<file path="src/design/nps_pkg.sv">
// Shared types and constants for the nearest point search core.
// No dependencies; every other file but nps_ram imports this package.
package nps_pkg;

	localparam int COORD_W = 24;
	localparam int ID_W    = 20;
	localparam int DIST_W  = 50;
	localparam int OP_W    = 2;
	localparam int N_AXES  = 3;
	localparam int REC_W   = N_AXES * COORD_W + ID_W;

	localparam logic [OP_W-1:0] OP_CLEAR  = 2'd0;
	localparam logic [OP_W-1:0] OP_APPEND = 2'd1;
	localparam logic [OP_W-1:0] OP_QUERY  = 2'd2;

	typedef logic signed [COORD_W-1:0] coord_t;
	typedef logic [ID_W-1:0]           pid_t;
	typedef logic [DIST_W-1:0]         dist_t;
	typedef logic [OP_W-1:0]           op_t;

	// One stored point on its way down the row of distance cells.
	typedef struct packed {
		logic                    valid;
		logic                    last;
		pid_t                    id;
		coord_t [N_AXES-1:0]     crd;
		dist_t                   sum;
	} lane_t;

	// Control from the sequencer to the best-point tracker.
	typedef struct packed {
		logic start_scan;
		logic start_empty;
		logic take;
	} trk_ctl_t;

	// Status and result from the best-point tracker.
	typedef struct packed {
		logic  done;
		logic  empty;
		pid_t  id;
		dist_t sq_dist;
	} trk_res_t;

endpackage

</file>
<file path="src/design/nps_best.sv">
// Best-point tracker: keeps the strictly smallest distance seen in a scan
// and holds the finished result until the output register takes it. Uses nps_pkg.
module nps_best import nps_pkg::*; (
	input  logic     clk,
	input  logic     arst_n,
	input  trk_ctl_t ctl,
	input  lane_t    lane,
	output trk_res_t res
);

	logic  first_q, done_q, empty_q;
	pid_t  id_q;
	dist_t dist_q;
	logic  upd;

	assign upd = lane.valid && (first_q || (lane.sum < dist_q));

	always_ff @(posedge clk or negedge arst_n) begin
		if (!arst_n) begin
			first_q <= 1'b0;
			done_q  <= 1'b0;
			empty_q <= 1'b0;
			id_q    <= '0;
			dist_q  <= '0;
		end else begin
			if (ctl.take) begin
				done_q <= 1'b0;
			end
			if (ctl.start_scan) begin
				first_q <= 1'b1;
				empty_q <= 1'b0;
			end else if (ctl.start_empty) begin
				done_q  <= 1'b1;
				empty_q <= 1'b1;
				id_q    <= '0;
				dist_q  <= '0;
			end else begin
				if (upd) begin
					first_q <= 1'b0;
					id_q    <= lane.id;
					dist_q  <= lane.sum;
				end
				if (lane.valid && lane.last) begin
					done_q <= 1'b1;
				end
			end
		end
	end

	assign res.done    = done_q;
	assign res.empty   = empty_q;
	assign res.id      = id_q;
	assign res.sq_dist = dist_q;

endmodule

</file>
<file path="config.mk">
export PLATFORM = sky130hd
export DESIGN_NAME = nps_best
export DESIGN_NICKNAME = d
export VERILOG_FILES = /design/src/design/nps_pkg.sv /design/src/design/nps_best.sv
export SDC_FILE = /design/constraint.sdc
export NUM_CORES = 1
export LEC_CHECK = 0
export BUFFER_PORTS_ARGS = -buffer_cell sky130_fd_sc_hd__buf_2
export CORE_MARGIN = 3
export CORE_UTILIZATION = 48
export CTS_CLUSTER_SIZE = 10
export DETAILED_ROUTE_END_ITERATION = 10
export PLACE_DENSITY = 0.77
export RECOVER_POWER = 25
export SLEW_MARGIN = 30
export SYNTH_ARGS = -nofsm -noshare
export SYNTH_HDL_FRONTEND = slang
export SYNTH_SLANG_ARGS = --single-unit
</file>
<file path="constraint.sdc">
create_clock -name clk -period 3.6 [get_ports clk]
set_clock_uncertainty 0.1 [all_clocks]
set_input_delay 0.72 -clock clk [delete_from_list [all_inputs] [get_ports clk]]
set_output_delay 0.72 -clock clk [all_outputs]
set_load 0.01 [all_outputs]
</file>
==> metrics.md <==
| Metric | Value |
|---|---|
| Layout cells sized above 1 | 30.32% |
| Yosys reg bits | 73 |
| Hold path start | empty_q |
| Endpoints failing hold | 0 |
| Setup TNS | 0 ps |
| Final Cycle Share | 96.71% |
| R2R Setup Slk | 170 ps |
| Syn. warnings | 0 |
| Sequential share of the synthesized area | 36.35% |
| Largest net degree at the start of global routing | 74 |
| CP Capture Type | register |
| Syn Std Cell Area | 5025 sq um |
| End point of the worst hold path | empty_q |
| Maximum vdd drop | 182.8 uV |
| Int Power | 1528 uW |
| Sw Share | 34.00% |
| Leading area contributor after synthesis | dfrtp_1 |
| Clk pwr share | 27.0% |
| Critical Path Max Stage Delay | 680 ps |
| Die ar. | 11730 sq um |
| Seq pwr share | 43.0% |
| Die W | 108.3 um |
| H-tree levels | 3 |
| Crit path max-delay family | compound AO/OA/AOI/OAI gates |
| Nets | 880 |
| Post-synth EDFFs | 0 |
| Final Core Density | 61.09% |
| Net load switching power | 787.2 uW |
| Total Power | 2315 uW |
| Vias in the first global route | 4748 |
| Synth Instances | 548 |
| Status | finished, violations left |
| Setup CP Type | in -> reg |
| Pwr dens | 380.8 nW/um^2 |
| CP most frequent cell | buf_4 |
| Initial antenna violation count | 1 |
| Hold Slack | 396.6 ps |
| Drc violations | 0 |
| Ranking of synthesized cells by area | dfrtp_1 (36%), ha_1 (12%), inv_1 (9.3%) |
| Failing checks | max-capacitance violations, max-slew violations |
| CP cell instances | buf_2 > ha_1 > a21oi_1 > o21ai_0 > a2111oi_1 > buf_4 > nor3_1 > o31a_2 > or4_2 > buf_4 > o311ai_1 |
| Slew HR | -28.01% |
| Antenna-violating nets left | 0 |
| RSZ-0062 raised after global routing | yes |
| Final min period | 3482 ps |
| Fmax achieved | 287.2 MHz |
| First-pass GRT wire length | 22860 um |
| Gpl congestion | 0.7785 |
| Port bufs | 148 |
| Global route overflow | 0 |
| IO Pins | 221 |
| Area growth syn-to-layout | 21.02% |
| CTS tree | yes |
| Drt first pass iters | 5 |
| Antenna cells | 0 |
| Slowest cell on the critical path | or4_2 |
| Clock root cell | clkbuf_8 |
| Worst R2R Start | dist_q[45] |
| Max-cap violation count | 1 |
| Synth Area per Inst | 9.169 sq um |
| Combinational power share | 30.0% |
| Skew-Pair Late Insertion Delay | 350 ps |
| WL final | 14060 um |
| WP data arrival | 3620 ps |
| Clock slew at reported path FFs | 70 ps |
| Slew @ Worst Pin | 1920 ps |
| Worst R2R Path Depth | 11 |
| Max FO, Critical Path | 18 |
| Buf/Inv on CP | 3 |
| Gr usage total | 24.21% |
| Max Root-Sink Buffers | 2 |
| Count of final setup violators | 0 |
| Post-CTS Hold Buffers | 0 |
| Hold Path Depth | 2 |
| Vias | 4774 |
| R2R Path End | id_q[7] |
| Critical path data required time | 3740 ps |
| Detailed Route Iter0 Violations | 387 |
| Worst setup SP type | primary input |
| Asr flop ratio synth | 100.0% |
| Average wire per standard cell | 17.17 um |
| # clock sinks | 73 |
| Cts bufs inserted | 9 |
| Cell row count | 36 |
| Via density per instance | 5.829 |
| Chip height | 108.3 um |
| Syn Nets | 746 |
| Slew Viols, Final | 74 |
| DP HPWL | 9192 um |
| Yosys cell types | 36 |
| Post-synth top area share | 36.35% |
| Initial Utilization | 50.48% |
| Hold/Removal Path Class | reg -> reg |
| Leakage Power | 0.003084 uW |
| CORE AREA | 9955 sq um |
| Top_reg_cell synth | dfrtp_1 |
[area by class of cell]
type | count | area [sq um]
clock buffers | 11 | 131.4
multi-input cells | 304 | 2527
clock inverters | 4 | 45.04
fillers | 891 | 3874
flip-flops and latches | 73 | 1827
repair buffers | 169 | 914.6
inverters | 125 | 469.2
well taps | 133 | 166.4
[per-layer routing]
layer,global-route usage (%),part of all wire (%)
met3,5.493,7.7
met2,39.96,48
met5,0,0.092
met4,8.115,1.6
met1,31.42,42
[layout by cell type, fill, tap and decap left out, types with 8 or more instances in the layout]
| cell type | netlist | final |
|---|---|---|
| ha_1 | 49 | 49 |
| clkbuf_8 | 0 | 9 |
| o311ai_0 | 49 | 49 |
| a21oi_1 | 18 | 18 |
| o32ai_2 | 21 | 21 |
| nand2_1 | 62 | 62 |
| inv_1 | 125 | 125 |
| dfrtp_1 | 73 | 73 |
| buf_2 | 2 | 147 |
| o311ai_1 | 49 | 48 |
| buf_4 | 3 | 19 |
| o21ai_0 | 8 | 8 |
[state kept, by name, indices dropped and copies added, names as in the netlist]
| register | count |
|---|---|
| dist_q | 50 |
| id_q | 20 |
| done_q | 1 |
| empty_q | 1 |
| first_q | 1 |
[cells by family after synthesis]
| logic type | share of synthesized area, % |
|---|---|
| buffers and inverters | 14.09 |
| AOI/OAI and AO/OA | 29.58 |
| and+or+nand+nor | 7.769 |
| DFF | 36.35 |
| adders and majority gates | 12.20 |
[tightest hold or removal path: cells and delay by family, from the launching register on]
kind          cells  cell delay (ps)
simple gates      2              120
flops             1              340
[worst max-delay path by stage]
stage              from  cells after the start         end
2_1_floorplan  lane[31]                     10  dist_q[24]
3_3_place_gp   lane[45]                     11    id_q[12]
3_5_place_dp   lane[45]                     11  dist_q[14]
4_1_cts        lane[45]                     11  dist_q[14]
5_1_grt        lane[19]                     10     id_q[1]
6_report       lane[45]                     11     id_q[7]
[power groups by stage]
stage                     clock network (uW)  logic, uW  registers, uW
after global routing                     667        785           1010
after detailed placement                   0        695           1010
after global placement                     0        671           1000
final                                    624        695            996
after CTS                                640        700            994
after floorplan                            0        369           1040
[Yosys cell counts (2+ instances only)]
cell and instances:
inv_1 125, dfrtp_1 73, nand2_1 62, ha_1 49
o311ai_0 49, o311ai_1 49, clkbuf_1 29, o32ai_2 21
a21oi_1 18, o21ai_0 8, buf_6 7, nor2_1 7
a21o_1 6, buf_1 5, nand4_1 5, nor3_1 4
a211oi_1 3, buf_4 3, and4_1 2, buf_2 2
nand2b_1 2, nand3_1 2, nor4_1 2, o31a_1 2
o31ai_1 2
[through the flow]
| step | instance area (sq um) | setup slack [ps] | std cells |
|---|---|---|---|
| 6_report | 6081 | 118.4 | 819 |
| 5_1_grt | 6081 | -19.03 | 819 |
| 4_1_cts | 6071 | 75.06 | 819 |
| 3_5_place_dp | 5894 | -279.5 | 804 |
| 3_3_place_gp | 5894 | -261.0 | 804 |
| 2_1_floorplan | 5025 | 261.9 | 548 |
[repair_timing]
item	CTS	global route
setup buffers	0	0
resized for setup	0	3
hold endpoints to repair	0	0
setup endpoints to repair	0	32
Note: power is estimated with default switching activity, not from simulation.
