**src/design/nps_pkg.sv**
```systemverilog
// Shared types and constants for the nearest point search core.
// No dependencies; every other file but nps_ram imports this package.
package nps_pkg;

	localparam int COORD_W = 24;
	localparam int ID_W    = 20;
	localparam int DIST_W  = 50;
	localparam int OP_W    = 2;
	localparam int N_AXES  = 3;
	localparam int REC_W   = N_AXES * COORD_W + ID_W;

	localparam logic [OP_W-1:0] OP_CLEAR  = 2'd0;
	localparam logic [OP_W-1:0] OP_APPEND = 2'd1;
	localparam logic [OP_W-1:0] OP_QUERY  = 2'd2;

	typedef logic signed [COORD_W-1:0] coord_t;
	typedef logic [ID_W-1:0]           pid_t;
	typedef logic [DIST_W-1:0]         dist_t;
	typedef logic [OP_W-1:0]           op_t;

	// One stored point on its way down the row of distance cells.
	typedef struct packed {
		logic                    valid;
		logic                    last;
		pid_t                    id;
		coord_t [N_AXES-1:0]     crd;
		dist_t                   sum;
	} lane_t;

	// Control from the sequencer to the best-point tracker.
	typedef struct packed {
		logic start_scan;
		logic start_empty;
		logic take;
	} trk_ctl_t;

	// Status and result from the best-point tracker.
	typedef struct packed {
		logic  done;
		logic  empty;
		pid_t  id;
		dist_t sq_dist;
	} trk_res_t;

endpackage

```
**src/design/nps_cell.sv**
```systemverilog
// One distance cell: holds one query coordinate, adds the squared difference
// for its axis to the running sum and hands the point on. Uses nps_pkg.
module nps_cell import nps_pkg::*; (
	input  logic   clk,
	input  logic   arst_n,
	input  logic   qry_ld,
	input  coord_t qry_crd,
	input  lane_t  lane_in,
	output lane_t  lane_out
);

	coord_t                  query_q;
	lane_t                   lane_s1, lane_s2, lane_s3;
	lane_t                   lane_nx;
	logic [COORD_W:0]        absd_s1;
	dist_t                   sq_s2;
	logic signed [COORD_W:0] diff;

	always_ff @(posedge clk) begin
		if (qry_ld) begin
			query_q <= qry_crd;
		end
	end

	assign diff = {lane_in.crd[0][COORD_W-1], lane_in.crd[0]} - {query_q[COORD_W-1], query_q};

	// Add this axis to the running sum.
	always_comb begin
		lane_nx     = lane_s2;
		lane_nx.sum = lane_s2.sum + sq_s2;
	end

	always_ff @(posedge clk or negedge arst_n) begin
		if (!arst_n) begin
			lane_s1 <= '0;
			lane_s2 <= '0;
			lane_s3 <= '0;
			absd_s1 <= '0;
			sq_s2   <= '0;
		end else begin
			lane_s1 <= lane_in;
			absd_s1 <= diff[COORD_W] ? (COORD_W+1)'(-diff) : (COORD_W+1)'(diff);
			lane_s2 <= lane_s1;
			sq_s2   <= DIST_W'(absd_s1) * DIST_W'(absd_s1);
			lane_s3 <= lane_nx;
		end
	end

	// Rotate the coordinates so the next cell sees its own axis in slot zero.
	always_comb begin
		lane_out = lane_s3;
		for (int k = 0; k < N_AXES; k++) begin
			lane_out.crd[k] = lane_s3.crd[(k + 1) % N_AXES];
		end
	end

endmodule

```
**config.mk**
```make
export PLATFORM = sky130hd
export DESIGN_NAME = nps_cell
export DESIGN_NICKNAME = d
export VERILOG_FILES = /design/src/design/nps_pkg.sv /design/src/design/nps_cell.sv
export SDC_FILE = /design/constraint.sdc
export NUM_CORES = 2
export LEC_CHECK = 0
export ABC_AREA = 1
export BUFFER_PORTS_ARGS = -buffer_cell sky130_fd_sc_hd__buf_2
export CAP_MARGIN = 40
export CELL_PAD_IN_SITES_DETAIL_PLACEMENT = 1
export CELL_PAD_IN_SITES_GLOBAL_PLACEMENT = 2
export CORE_MARGIN = 2
export CORE_UTILIZATION = 41
export DETAILED_ROUTE_END_ITERATION = 6
export GPL_TIMING_DRIVEN = 0
export PLACE_DENSITY = 0.81
export RECOVER_POWER = 100
export SYNTH_ARGS = -nofsm -noshare
export SYNTH_HDL_FRONTEND = slang
export SYNTH_SLANG_ARGS = --single-unit
```
**constraint.sdc**
```tcl
create_clock -name clk -period 9.36 [get_ports clk]
set_input_delay 0 -clock clk [delete_from_list [all_inputs] [get_ports clk]]
set_output_delay 0 -clock clk [all_outputs]
set_load 0.05 [all_outputs]
```
==> results.sh <==
export IMPL_outcome="complete, but fails checks"
export IMPL_violations="capacitance limit, slew limit"
export IMPL_cap_violations=3
export IMPL_yosys_area_top_type_share_pct=33.5
export IMPL_ant_nets=0
export IMPL_gp_congestion=0.881
export IMPL_rsz0062_at_grt="no"
export IMPL_synth_cell_types=45
export IMPL_cp_required_ns=9.82
export IMPL_num_io_pins=315
export IMPL_hold_ws_ns=0.0422
export IMPL_fin_util_pct=48.3
export IMPL_die_area_sq_mm=0.0948
export IMPL_route_met2_wl_microns=61700
export IMPL_routed_wl_met3_microns=5280
export IMPL_worst_pin_slew_ns=3.71
export IMPL_rows=111
export IMPL_wl_met1_microns=50400
export IMPL_relSlewSlack_pct=-148
export IMPL_async_flop_share_pct=95.5
export IMPL_ys_flop_type="dfrtp_1"
export IMPL_htree_num_levels=2
export IMPL_io_buffers=314
export IMPL_yosysWarnings=0
export IMPL_drc_errors=0
export IMPL_drv_slew=253
export IMPL_yosysSeqAreaShare_pct=35.4
export IMPL_fin_nets=5451
export IMPL_cp_arrival_ns=8.65
export IMPL_clk_latency_ns=0.60
export IMPL_die_x_microns=308
export IMPL_layout_cells_non_filler=5775
export IMPL_cts_tree="built"
export IMPL_startpoint_type="flip-flop"
export IMPL_drive_gt1_share_pct=5.56
export IMPL_maxUsedRoutingLayer="met4"
export IMPL_avgSynthCellArea_sq_um=9.48
export IMPL_coreArea_sq_mm=0.0915
export IMPL_drt_iter0_drc=1585
export IMPL_skew_ns=0.0183
export IMPL_yosysTopAreaCell="dfrtp_1"
export IMPL_wl_microns=121000
export IMPL_antenna_found_initial=4
export IMPL_max_stage_delay_ns=0.76
export IMPL_wl_per_cell_microns=21.0
export IMPL_area_delta_synth_final_pct=16.9
export IMPL_ctsResizeCount=0
export IMPL_path_cells="clkbuf_1 > clkbuf_1 > nand2_1 > fa_1 > inv_1 > fa_1 > fa_1 > fa_1 > fa_1 > fa_1 > inv_1 > fa_1 > inv_1 > ha_1 > nand2_1 > nor2_1 > inv_1 > nor3_1 > nand3_1 > o21ai_0 > nand3_1 > nand3_1 > nand2_1"
export IMPL_grt_ovfl_total=0
export IMPL_cp_max_fo=10
export IMPL_crit_top_cell="fa_1"
export IMPL_yosysMostFrequentCell="inv_1"
export IMPL_place_inst=5513
export IMPL_grt_pass1_vias=31300
export IMPL_start_util_pct=41.4
export IMPL_fin_crit_ns=8.19
export IMPL_max_clock_freq_mhz=122
export IMPL_grt_max_degree=135
export IMPL_grt_usage_pct=26.2
export IMPL_post_cts_buffers=0
export IMPL_avgViaCountPerCell=4.85
export IMPL_clock_path_buffers=3
export IMPL_cp_end_kind="flip-flop"
export IMPL_synth_edf_count=24
export IMPL_crit_slowest_cell="clkbuf_1"
export IMPL_hold_viol=0
export IMPL_crit_type="flip-flop to flip-flop"
export IMPL_min_path_type="input pin to flip-flop"
export IMPL_setup_viol=0
export IMPL_first_pass_iters=5
export IMPL_via_count=28000
export IMPL_critical_path_buf_inv_count=6
export IMPL_numCtsBuffers=49
export IMPL_synth_top_cells_by_count="1,032 x inv_1, 798 x nand2_1, 506 x dfrtp_1"
export IMPL_syn_nets=4894
export IMPL_dp_hpwl_microns=97600
export IMPL_cp_top_family="adder cells"
export IMPL_synthTopCellsByArea="dfrtp_1 33%, fa_1 25%, inv_1 10%"
export IMPL_syn_inst=3994
export IMPL_grt_first_pass_wirelength_microns=185000
export IMPL_clkTransAtPathRegs_ns=0.09
export IMPL_die_h_microns=308
export IMPL_fin_crit_sh_pct=87.5
export IMPL_cts_root_buf="clkbuf_16"
export IMPL_cts_sinks=530
export IMPL_synth_seq_cells=530
export IMPL_syn_area_sq_mm=0.0378
## stage by stage
step	setup TNS, ns	setup WS, ns	instance area [sq um]
floorplan	0	3.22	37800
global placement	-661.96	-1.40	40900
detailed placement	0	1.37	41200
CTS	0	1.35	44600
global route	0	0.874	44200
finish	0	1.17	44200
## cell usage in the layout (no fill, tap or decap), types with 8 or more instances in the layout
cell type      synthesis  final
dfrtp_1              506    506
nor2_1               212    214
o21ai_0               77     83
buf_6                  0     15
edfxtp_1              24     24
xor2_1                73     73
nand3b_1              10     10
nor3_1                17     17
a21oi_1              133    133
nand4_1               16     16
clkbuf_8               0      8
nand3_1              104    104
nor4_1                13     13
inv_1               1032   1032
a21boi_0               8      9
buf_2                  2    124
xnor2_1               38     38
nand2_2               14     12
nand2_1              798    800
a21o_1                19     19
clkbuf_1              68    269
fa_1                 467    467
dlygate4sd3_1          0    171
o21bai_1              12     13
ha_1                 262    262
a31oi_1               36     36
clkbuf_16              0     51
## logic make-up after synthesis
logic type / synth area share (%)
AND/OR/NAND/NOR: 13.0
buffers and inverters: 11.0
adder cells (fa/ha/maj): 33.4
flip-flops: 35.4
AO/OA/AOI/OAI: 4.61
XOR/XNOR: 2.64
## state kept, by name (all words and copies together) (netlist names)
| signal | count |
|---|---|
| query_q | 24 |
| lane_nx | 94 |
| lane_s1 | 144 |
| lane_s2 | 50 |
| lane_out | 144 |
| absd_s1 | 25 |
| sq_s2 | 49 |
## final timing paths
kind / from / endpoint / slack, ns / cells past startpoint
worst max-delay path: absd_s1[13] / sq_s2[48] / 1.17 / 23
worst min-delay path: lane_in[100] / lane_s1[100] / 0.04 / 2
worst max register to register: absd_s1[13] / sq_s2[48] / 1.17 / 23
worst min register to register: lane_nx[70] / lane_out[118] / 0.34 / 0
max in group asynchronous: arst_n / lane_out[31] / 2.96 / 5
min in group asynchronous: arst_n / lane_s1[66] / 1.94 / 4
## routing by layer
layer | vias up | track usage (%)
met5 | - | 0
met4 | 0 | 7.48
met3 | 190 | 3.15
met2 | 604 | 46.6
met1 | 14200 | 33.5
li1 | 13000 | -
## layout make-up
type	count	area, sq um
Timing Repair Buffer	506	3290
Tap cell	1186	1480
Antenna cell	3	7.51
Buffer	71	267
Inverter	1038	3900
Fill cell	10600	47300
Clock inverter	20	235
Sequential cell	530	13400
Multi-Input combinational cell	2355	20300
Clock buffer	66	1410
## worst register-to-register path, delay by kind of cell, from the launching register on
family,cells,cell delay [ns]
compound gates,1,0.59
fa+ha+maj,8,4.01
buf+inv,6,1.63
flops,1,0.52
simple gates,8,1.35
## what timing repair did
item                                    in CTS  in global routing
endpoints found under the setup margin       0                  0
endpoints found under the hold margin      327                  0
hold buffers                               172                  0
Power is left out: the tool's default activity adds up to more than one toggle a clock period on the data nets, which glitch-free logic cannot reach.
