**config.mk**
```make
export PLATFORM = sky130hd
export DESIGN_NAME = nps_ram
export DESIGN_NICKNAME = d
export VERILOG_FILES = /design/src/design/nps_ram.sv
export SDC_FILE = /design/constraint.sdc
export NUM_CORES = 1
export LEC_CHECK = 0
export BUFFER_PORTS_ARGS = -buffer_cell sky130_fd_sc_hd__buf_2
export CORE_MARGIN = 2
export CORE_UTILIZATION = 25
export CTS_BUF_LIST = sky130_fd_sc_hd__clkbuf_8
export DETAILED_ROUTE_END_ITERATION = 16
export PLACE_DENSITY = 0.49
export SLEW_MARGIN = 15
export SYNTH_ARGS = -nofsm -noshare
export SYNTH_HDL_FRONTEND = slang
export SYNTH_SLANG_ARGS = --single-unit
```
**constraint.sdc**
```tcl
create_clock -name clk -period 2.66 [get_ports clk]
set_clock_uncertainty 0.05 [all_clocks]
set_input_delay 0.266 -clock clk [delete_from_list [all_inputs] [get_ports clk]]
set_output_delay 0.266 -clock clk [all_outputs]
set_load 0.05 [all_outputs]
```
**src/design/nps_ram.sv**
```systemverilog
// Generic single-port-write, single-port-read RAM with registered read data.
// No dependencies.
module nps_ram #(
	parameter int WIDTH = 8,
	parameter int DEPTH = 16,
	localparam int AW = (DEPTH > 1) ? $clog2(DEPTH) : 1
) (
	input  logic             clk,
	input  logic             we,
	input  logic [AW-1:0]    waddr,
	input  logic [WIDTH-1:0] wdata,
	input  logic             re,
	input  logic [AW-1:0]    raddr,
	output logic [WIDTH-1:0] rdata
);

	logic [WIDTH-1:0] mem_q [DEPTH];

	always_ff @(posedge clk) begin
		if (we) begin
			mem_q[waddr] <= wdata;
		end
		if (re) begin
			rdata <= mem_q[raddr];
		end
	end

endmodule

```
==> reports/qor.csv, run 1 <==
stage,metric,value,unit
run_status,outcome,"finished, final reports clean",
setup_path,Worst Path Max Fanout,1,
setup_path,crit end category,flop,
routing,# DRC,0,
power,worst vdd ir,0.4095,mV
timing,RSZ-0062 raised after global routing,false,
cts,postcts setup bufs,0,
cts,CTS tree,built,
yosys,Gate Count Post-Synth,229,
timing,worst rel slew slack,51.65,%
cts,clock latency at the later pin of the worst-skew pair,0.43,ns
timing,Final Critical Period,1.674,ns
finish,Antenna diodes,0,
setup_path,Required @ worst endpoint,2.78,ns
timing,fin. max-slew vios,0,
power,Logic pwr share,6.6,%
routing,vias per inst,4.345,
routing,Post-DRT Antenna Nets,0,
global_route,largest net degree at the start of global routing,33,
yosys,sequential share of the synthesized area,78.12,%
global_route,busiest grt layer,met1,
yosys,Synth Cell Area,5228,um2
global_route,total congestion overflow,0,
finish,share of cells above drive strength 1,28.38,%
die,die area,22080,um2
cts,"Gates resized, CTS repair",0,
timing,Min Hold Slack,0.1621,ns
die,row count,52,
cts,CTS Hold Buffers Added,0,
finish,synth-to-layout area growth,16.18,%
cts,CTS Buf Count,17,
finish,NumNets Final,303,
place,IO Port Bufs,26,
die,Die Ht,148.6,um
timing,Final Cycle Share,62.94,%
power,clock network power share,32.6,%
cts,CTS H-tree lvls,4,
timing,endpoints failing setup,0,
setup_path,crit path kind,flop to flop,
timing,"Hold Violations, Final",0,
global_route,M1 GR Usage,15.75,%
power,leak pwr,1.996,nW
setup_path,crit path DAT,1.80,ns
place,Area after DPL,5784,um2
global_route,vias in the first global route,2627,
finish,cell area after layout,6073,um2
cts,Root Buffer,clkbuf_8,
routing,initial DRC count,256,
power,Flop pwr share,60.8,%
timing,Worst-Margin Slew,0.7237,ns
cts,clk buf depth,2,
place,routability cong.,0.7023,
die,Top-Level Pins,27,
min_path,Worst Hold Class,input pin to flop,
die,Starting Density,25.67,%
die,core area,20360,um2
power,Cell Pwr Density,656.7,nW/um2
global_route,met2 Use GR,15.49,%
place,dpl hpwl,7169,um
global_route,first-pass GRT wire length,16740,um
global_route,GR Util met3,3.466,%
timing,Peak Freq,0.5973,GHz
yosys,library cells used by synthesis,18,
finish,Util after Layout,29.82,%
power,sw frac,22.25,%
setup_path,crit path launch type,flop,
yosys,syn_nets,248,
routing,vias,2459,
routing,drt total wl,11010,um
power,Cell Int Power,3.101,mW
routing,DR pass1 iterations,4,
global_route,overall routing resource usage,10.78,%
power,switching power,0.8875,mW
die,Die W,148.6,um
yosys,Seq cells post-synth,136,
yosys,Mapped Avg Cell Area,22.83,um2
cts,Worst-path clk slew,0.07,ns
yosys,yosys synthesis warning count,0,
cts,clock sink count,136,
job,max_cap viols,0,
timing,Post-Route Setup TNS,0,ns
routing,routed len/inst,19.45,um
global_route,initial antenna violation count,0,
## worst paths after layout
kind,from,to,slack [ns],depth (start not counted)
worst max register to register,mem_q[2][2],rdata[2],0.99,3
worst min register to register,mem_q[14][2],rdata[2],0.71,3
worst max-delay path,mem_q[2][2],rdata[2],0.99,3
worst min-delay path,re,rdata[1],0.16,1
## metrics by stage
| step | std cells | power [mW] | setup WS [ns] |
|---|---|---|---|
| 5_1_grt | 566 | 4.160 | 0.9545 |
| 3_3_place_gp | 535 | 2.738 | 0.5382 |
| 4_1_cts | 566 | 4.036 | 1.004 |
| 6_report | 566 | 3.988 | 0.9859 |
| 3_5_place_dp | 535 | 2.742 | 0.5463 |
| 2_1_floorplan | 229 | 2.627 | 0.8511 |
## flip-flops by register name, indices dropped and copies added (netlist names)
name	cells
mem_q	128
rdata	8
## per-layer routing
metal  part of all wire [%]  vias to the layer above
li1                       -                     1090
met4                   0.92                        0
met1                     50                     1293
met2                     44                       69
met5                      0                        -
met3                    4.6                        7
## cell families after synthesis
logic type | count (synthesis) | synth area share (%)
flip-flops | 136 | 78.12
AND/OR/NAND/NOR | 35 | 3.136
multiplexers | 32 | 14.79
AO/OA/AOI/OAI | 16 | 2.298
buffers and inverters | 10 | 1.651
## cell type report
class / count / area (um2)
tap: 270 / 337.8
clock inverter: 14 / 55.05
timing repair buffer: 46 / 305.3
fill: 1971 / 14290
multi-input combinational: 83 / 1057
sequential: 136 / 4084
clock buffer: 17 / 234.0
## layout by cell type (no fill, tap or decap), types with 2 or more instances in the layout
cell type,count
clkinv_2,2
inv_1,6
nand2_1,9
nor2_1,13
buf_12,2
mux4_1,14
buf_2,26
clkinv_1,6
a22oi_1,16
nor3_1,4
nand2b_1,2
nand3b_1,2
clkbuf_8,17
buf_4,18
edfxtp_1,136
mux4_2,18
## synth_stat cells
cell type,n,area share [%]
edfxtp_1,136,78
mux4_2,18,7.8
a22oi_1,16,2.3
mux4_1,14,7.0
nor2_1,13,0.93
nand2_1,9,0.65
nor3_1,4,0.38
buf_2,3,0.29
buf_6,3,0.65
clkdlybuf4s25_2,3,0.57
nand2b_1,2,0.24
nand3b_1,2,0.29
and2_1,1,0.12
and2b_1,1,0.14
buf_4,1,0.14
nand3_1,1,0.096
nor2b_1,1,0.12
or3b_2,1,0.17
## critical path, stage by stage (launching register included)
cell	delay, ns
edfxtp_1	0.38
mux4_1	0.50
a22oi_1	0.37
nand2_1	0.12
## power by group through the flow
stage	clock network, mW	logic, mW	registers [mW]
final	1.30	0.264	2.42
after global routing	1.45	0.286	2.43
after CTS	1.34	0.269	2.43
after detailed placement	0	0.269	2.47
after global placement	0	0.266	2.47
after floorplan	0	0.122	2.51
No activity file was read; power rests on OpenSTA's default activity.
==> inputs of run 2 (changes only) <==
PLACE_DENSITY = 0.51   (was 0.49)
clock period = 1.4 ns   (was 2.66 ns; I/O delays follow)
==> reports/qor.csv, run 2 (same netlist as run 1, synthesis figures left out) <==
stage,metric,value,unit,change
setup_path,critical path's largest stage delay,0.56,ns,+0.06 ns
place,IO Port Bufs,26,,unchanged
place,dpl hpwl,7419,um,+3.5%
finish,share of cells above drive strength 1,41.29,%,+13 points
place,routability cong.,0.6990,,-0.47%
cts,Root Buffer,clkbuf_8,,
finish,biggest regs,"mem_q x128, rdata x8",,
run_status,outcome,finished with violations,,
die,core area,20360,um2,unchanged
timing,final worst slack,-0.09895,ns,-1.085 ns
power,worst vdd ir,0.5949,mV,+45%
min_path,hold_sp,wdata[2],,
die,Top-Level Pins,27,,unchanged
die,row count,52,,unchanged
global_route,initial antenna violation count,0,,unchanged
cts,clock latency at the later pin of the worst-skew pair,0.44,ns,about the same
global_route,largest net degree at the start of global routing,20,,-39%
die,Die Ht,148.6,um,unchanged
timing,Peak Freq,0.6671,GHz,+12%
finish,NumNets Final,316,,+4.3%
finish,cell area after layout,6295,um2,+3.6%
setup_path,crit path from,mem_q[15][0],,
finish,Util after Layout,30.91,%,+1.1 points
job,max_cap viols,0,,unchanged
power,leak pwr,2.042,nW,+2.3%
power,Cell Pwr Density,1330,nW/um2,+100%
cts,CTS tree,built,,
cts,clk buf depth,2,,unchanged
finish,Finished Layout Cells,580,,+2.5%
timing,worst rel slew slack,36.67,%,-15 points
finish,Biggest register,mem_q,,
timing,Worst-Margin Slew,0.9465,ns,+0.2228 ns
timing,Final Critical Period,1.499,ns,-0.1751 ns
routing,# DRC,0,,unchanged
setup_path,reg-to-reg critical path startpoint,mem_q[15][0],,
setup_path,crit path launch type,flop,,
cts,CTS Buf Count,17,,unchanged
timing,endpoints failing setup,8,,+8
cts,clock sink count,136,,unchanged
setup_path,Required @ worst endpoint,1.54,ns,-1.24 ns
setup_path,crit path DAT,1.63,ns,-0.17 ns
finish,"commonest non-fill, non-tap cell in the layout",edfxtp_1,,
setup_path,CP cell instances,mux4_2 -> a22oi_2 -> nand2_1,,
timing,Final Cycle Share,107.1,%,+44 points
routing,routed len/inst,19.22,um,-1.1%
die,Die W,148.6,um,unchanged
timing,fin. max-slew vios,0,,unchanged
global_route,vias in the first global route,2673,,+1.8%
routing,vias per inst,4.276,,-1.6%
min_path,Worst Hold Class,input pin to flop,,
global_route,overall routing resource usage,10.87,%,+0.098 points
finish,Antenna diodes,0,,unchanged
run_status,failing checks,setup timing,,
cts,CTS H-tree lvls,4,,unchanged
routing,vias,2480,,+0.85%
place,Area after DPL,5847,um2,+1.1%
die,Starting Density,25.67,%,unchanged
routing,drt total wl,11150,um,+1.3%
routing,DR pass1 iterations,4,,unchanged
cts,Worst-path clk slew,0.08,ns,about the same
setup_path,R2R depth,3,,unchanged
setup_path,slowest cell on the critical path,mux4_2,,
setup_path,crit path kind,flop to flop,,
setup_path,Worst Path Max Fanout,1,,unchanged
setup_path,reg2reg end,rdata[0],,
timing,"Hold Violations, Final",0,,unchanged
finish,fill count,1967,,-0.20%
finish,synth-to-layout area growth,20.42,%,
global_route,total congestion overflow,0,,unchanged
setup_path,crit end category,flop,,
routing,initial DRC count,137,,-46%
global_route,first-pass GRT wire length,16820,um,+0.45%
timing,RSZ-0062 raised after global routing,true,,
setup_path,CP endpoint,rdata[0],,
place,DP Cell Count,547,,+2.2%
finish,max FFs per register,128,,unchanged
die,die area,22080,um2,unchanged
routing,Post-DRT Antenna Nets,0,,unchanged
finish,"commonest non-fill, non-tap cells in the layout","136 x edfxtp_1, 30 x mux4_2, 29 x buf_4",,
setup_path,flop2flop setup slack,-0.1,ns,-1.08 ns
==> run 2: changes by cell type in the layout (fill, tap and decap cells not counted), sizes merged <==
cell         delta
buf            +12
clkinvlp        +3
bufinv          +3
dlygate4sd3     +1
inv             -5
==> run 2: what timing repair did <==
item | CTS | global route
endpoints found under the hold margin | 8 | 0
hold buffers | 1 | 0
buffers inserted | 0 | 0
endpoints found under the setup margin | 8 | 8
resized for setup | 7 | 2
pin swaps | 2 | 1
cloned | 0 | 0
==> run 2: final cells by class <==
class,count,area [um2],area share [%]
timing repair buffer,59,417.9,6.639
clock buffer,17,234.0,3.717
tap,270,337.8,5.367
sequential,136,4084,64.88
multi-input combinational,83,1060,16.84
clock inverter,15,161.4,2.564
==> run 2: through the flow <==
| stage | total power [mW] | worst slack, ns | hold slack [ns] | setup TNS, ns |
|---|---|---|---|---|
| 3_5_place_dp | 5.260 | -0.4549 | 0.4705 | -5.037 |
| 2_1_floorplan | 5.013 | -0.05615 | 0.1889 | -1.676 |
| 6_report | 8.371 | -0.09895 | 0.03741 | -0.4838 |
| 5_1_grt | 8.706 | -0.1752 | 0.02081 | -1.102 |
| 3_3_place_gp | 5.249 | -0.4237 | 0.4726 | -4.641 |
| 4_1_cts | 8.477 | -0.1096 | 0.01733 | -0.6362 |
==> run 2: layer usage <==
metal / GRT usage [%] / routed length, um / vias up
met3: 4.417 / 797 / 10
met1: 14.40 / 5081 / 1297
met4: 3.714 / 102 / 0
li1: - / - / 1104
met2: 16.25 / 5167 / 69
met5: 0 / 0 / -
==> run 2: worst max-delay path, delay by kind of cell (launching register included) <==
| kind | cells | cell delay (ns) |
|---|---|---|
| simple gates | 1 | 0.09 |
| flops | 1 | 0.37 |
| compound gates | 1 | 0.18 |
| mux | 1 | 0.56 |
==> run 2: worst min-delay path by stage <==
stage	endpoint	depth (start not counted)
after global placement	rdata[5]	1
after detailed placement	rdata[4]	1
after global routing	mem_q[3][2]	1
after CTS	mem_q[15][1]	1
after floorplan	mem_q[0][0]	0
final	mem_q[3][2]	1
==> run 2: power by group <==
group | switching, mW | internal (mW)
registers | 0.0220 | 4.58
clock network | 1.47 | 1.73
logic | 0.348 | 0.220
==> inputs of run 3 (changes only) <==
CELL_PAD_IN_SITES_DETAIL_PLACEMENT = 2   (was unset)
CELL_PAD_IN_SITES_GLOBAL_PLACEMENT = 2   (was unset)
PLACE_DENSITY = 0.58   (was 0.51)
==> reports/qor.csv, run 3 (same netlist as run 1, synthesis figures left out) <==
stage,metric,value,unit,change
finish,Finished Layout Cells,585,,+0.86%
cts,clk buf depth,2,,unchanged
cts,clock latency at the later pin of the worst-skew pair,0.45,ns,about the same
setup_path,crit path kind,flop to flop,,
die,Starting Density,25.67,%,unchanged
finish,Antenna diodes,0,,unchanged
cts,CTS Buf Count,17,,unchanged
setup_path,crit path launch type,flop,,
power,leak pwr,2.060,nW,+0.86%
timing,"Hold Violations, Final",0,,unchanged
cts,CTS tree,built,,
setup_path,reg2reg end,rdata[3],,
timing,Peak Freq,0.6587,GHz,-1.3%
cts,CTS H-tree lvls,4,,unchanged
routing,Post-DRT Antenna Nets,0,,unchanged
finish,share of cells above drive strength 1,39.68,%,-1.6 points
cts,Root Buffer,clkbuf_8,,
setup_path,critical path's largest stage delay,0.49,ns,-0.07 ns
setup_path,CP cell instances,mux4_2 -> a22oi_2 -> nand2_1,,
finish,cell area after layout,6272,um2,-0.36%
setup_path,crit end category,flop,,
routing,routed len/inst,20.45,um,+6.4%
setup_path,Bufs and invs on worst path,0,,unchanged
routing,vias per inst,4.287,,+0.26%
global_route,largest net degree at the start of global routing,17,,-15%
place,"worst slack, placed",-0.3871,ns,+0.06774 ns
die,Die Ht,148.6,um,unchanged
place,dpl hpwl,8287,um,+12%
finish,max FFs per register,128,,unchanged
finish,synth-to-layout area growth,19.99,%,
finish,biggest regs,"mem_q x128, rdata x8",,
finish,"commonest non-fill, non-tap cell in the layout",edfxtp_1,,
routing,DR pass1 iterations,4,,unchanged
routing,# DRC,0,,unchanged
setup_path,R2R depth,3,,unchanged
timing,worst rel slew slack,32.37,%,-4.3 points
power,Cell Pwr Density,1256,nW/um2,-5.6%
die,die area,22080,um2,unchanged
timing,RSZ-0062 raised after global routing,true,,
job,max_cap viols,0,,unchanged
place,Area after DPL,5932,um2,+1.5%
finish,NumNets Final,323,,+2.2%
finish,Util after Layout,30.80,%,-0.11 points
global_route,initial antenna violation count,0,,unchanged
place,routability cong.,0.7175,,+2.6%
power,Tot Pwr,7.876,mW,-5.9%
timing,fin. max-slew vios,0,,unchanged
finish,"commonest non-fill, non-tap cells in the layout","136 x edfxtp_1, 35 x buf_4, 32 x mux4_2",,
setup_path,flop2flop setup slack,-0.12,ns,-0.02 ns
timing,Min Hold Slack,0.03124,ns,-0.006165 ns
setup_path,crit path from,mem_q[3][3],,
routing,drt total wl,11970,um,+7.3%
die,core area,20360,um2,unchanged
global_route,vias in the first global route,2839,,+6.2%
timing,Worst-Margin Slew,1.011,ns,+0.06431 ns
run_status,failing checks,setup timing,,
die,Die W,148.6,um,unchanged
min_path,Worst Hold Class,input pin to flop,,
place,IO Port Bufs,26,,unchanged
routing,vias,2508,,+1.1%
timing,Final Critical Period,1.518,ns,+0.01920 ns
min_path,WHS Endpoint,mem_q[3][4],,
timing,endpoints failing setup,8,,unchanged
die,Top-Level Pins,27,,unchanged
power,worst vdd ir,0.5614,mV,-5.6%
setup_path,Crit path max-delay family,multiplexers,,
place,DP Cell Count,555,,+1.5%
global_route,first-pass GRT wire length,18070,um,+7.5%
global_route,total congestion overflow,0,,unchanged
global_route,overall routing resource usage,11.79,%,+0.92 points
cts,clock sink count,136,,unchanged
die,row count,52,,unchanged
setup_path,Worst Path Max Fanout,1,,unchanged
routing,initial DRC count,206,,+50%
run_status,outcome,finished with violations,,
setup_path,reg-to-reg critical path startpoint,mem_q[3][3],,
setup_path,slowest cell on the critical path,mux4_2,,
finish,Biggest register,mem_q,,
timing,Final Cycle Share,108.4,%,+1.4 points
setup_path,Required @ worst endpoint,1.53,ns,about the same
setup_path,crit path DAT,1.65,ns,+0.02 ns
timing,Post-Route Setup TNS,-0.6192,ns,-0.1354 ns
cts,Worst-path clk slew,0.07,ns,about the same
min_path,hold_sp,wdata[4],,
timing,final worst slack,-0.1181,ns,-0.01920 ns
min_path,WHS Path Cells,1,,unchanged
[run 3: changes by cell type in the layout (fill, tap and decap cells not counted), moves of 3 or more]
cell / previous run / this run
buf_4: 29 / 35
clkinv_1: 2 / 6
inv_1: 1 / 5
clkinv_2: 4 / 1
clkinvlp_4: 3 / 0
[run 3: cell type report]
| type | count | area (um2) |
|---|---|---|
| fill | 2035 | 14090 |
| tap | 270 | 337.8 |
| clock inverter | 13 | 76.32 |
| sequential | 136 | 4084 |
| clock buffer | 17 | 234.0 |
| multi-input combinational | 83 | 1042 |
| timing repair buffer | 66 | 498.0 |
[run 3: worst max-delay path by stage]
stage	endpoint	slack [ns]	depth (start not counted)
finish	rdata[3]	-0.12	3
global route	rdata[3]	-0.14	3
CTS	rdata[3]	-0.12	3
detailed placement	rdata[3]	-0.39	5
global placement	rdata[3]	-0.39	5
floorplan	mem_q[3][0]	-0.06	2
[run 3: metal layers]
layer,GRT usage (%),vias to the layer above,share of wire [%]
li1,-,1111,-
met1,15.41,1339,46
met2,18.61,47,49
met3,3.834,11,4.6
met4,4.000,0,1.1
met5,0,-,0
[run 3: report_power, final]
part | internal [mW] | switching (mW)
Clock | 1.30 | 1.39
Combinational | 0.233 | 0.342
Sequential | 4.58 | 0.0263
Total | 6.12 | 1.75
[run 3: what timing repair did]
item                                    CTS  global route
pin swaps                                 2             1
setup buffers                             0             0
hold endpoints to repair                  0             4
endpoints found under the setup margin    9             8
gates resized for setup                   8             2
hold buffers                              0             1
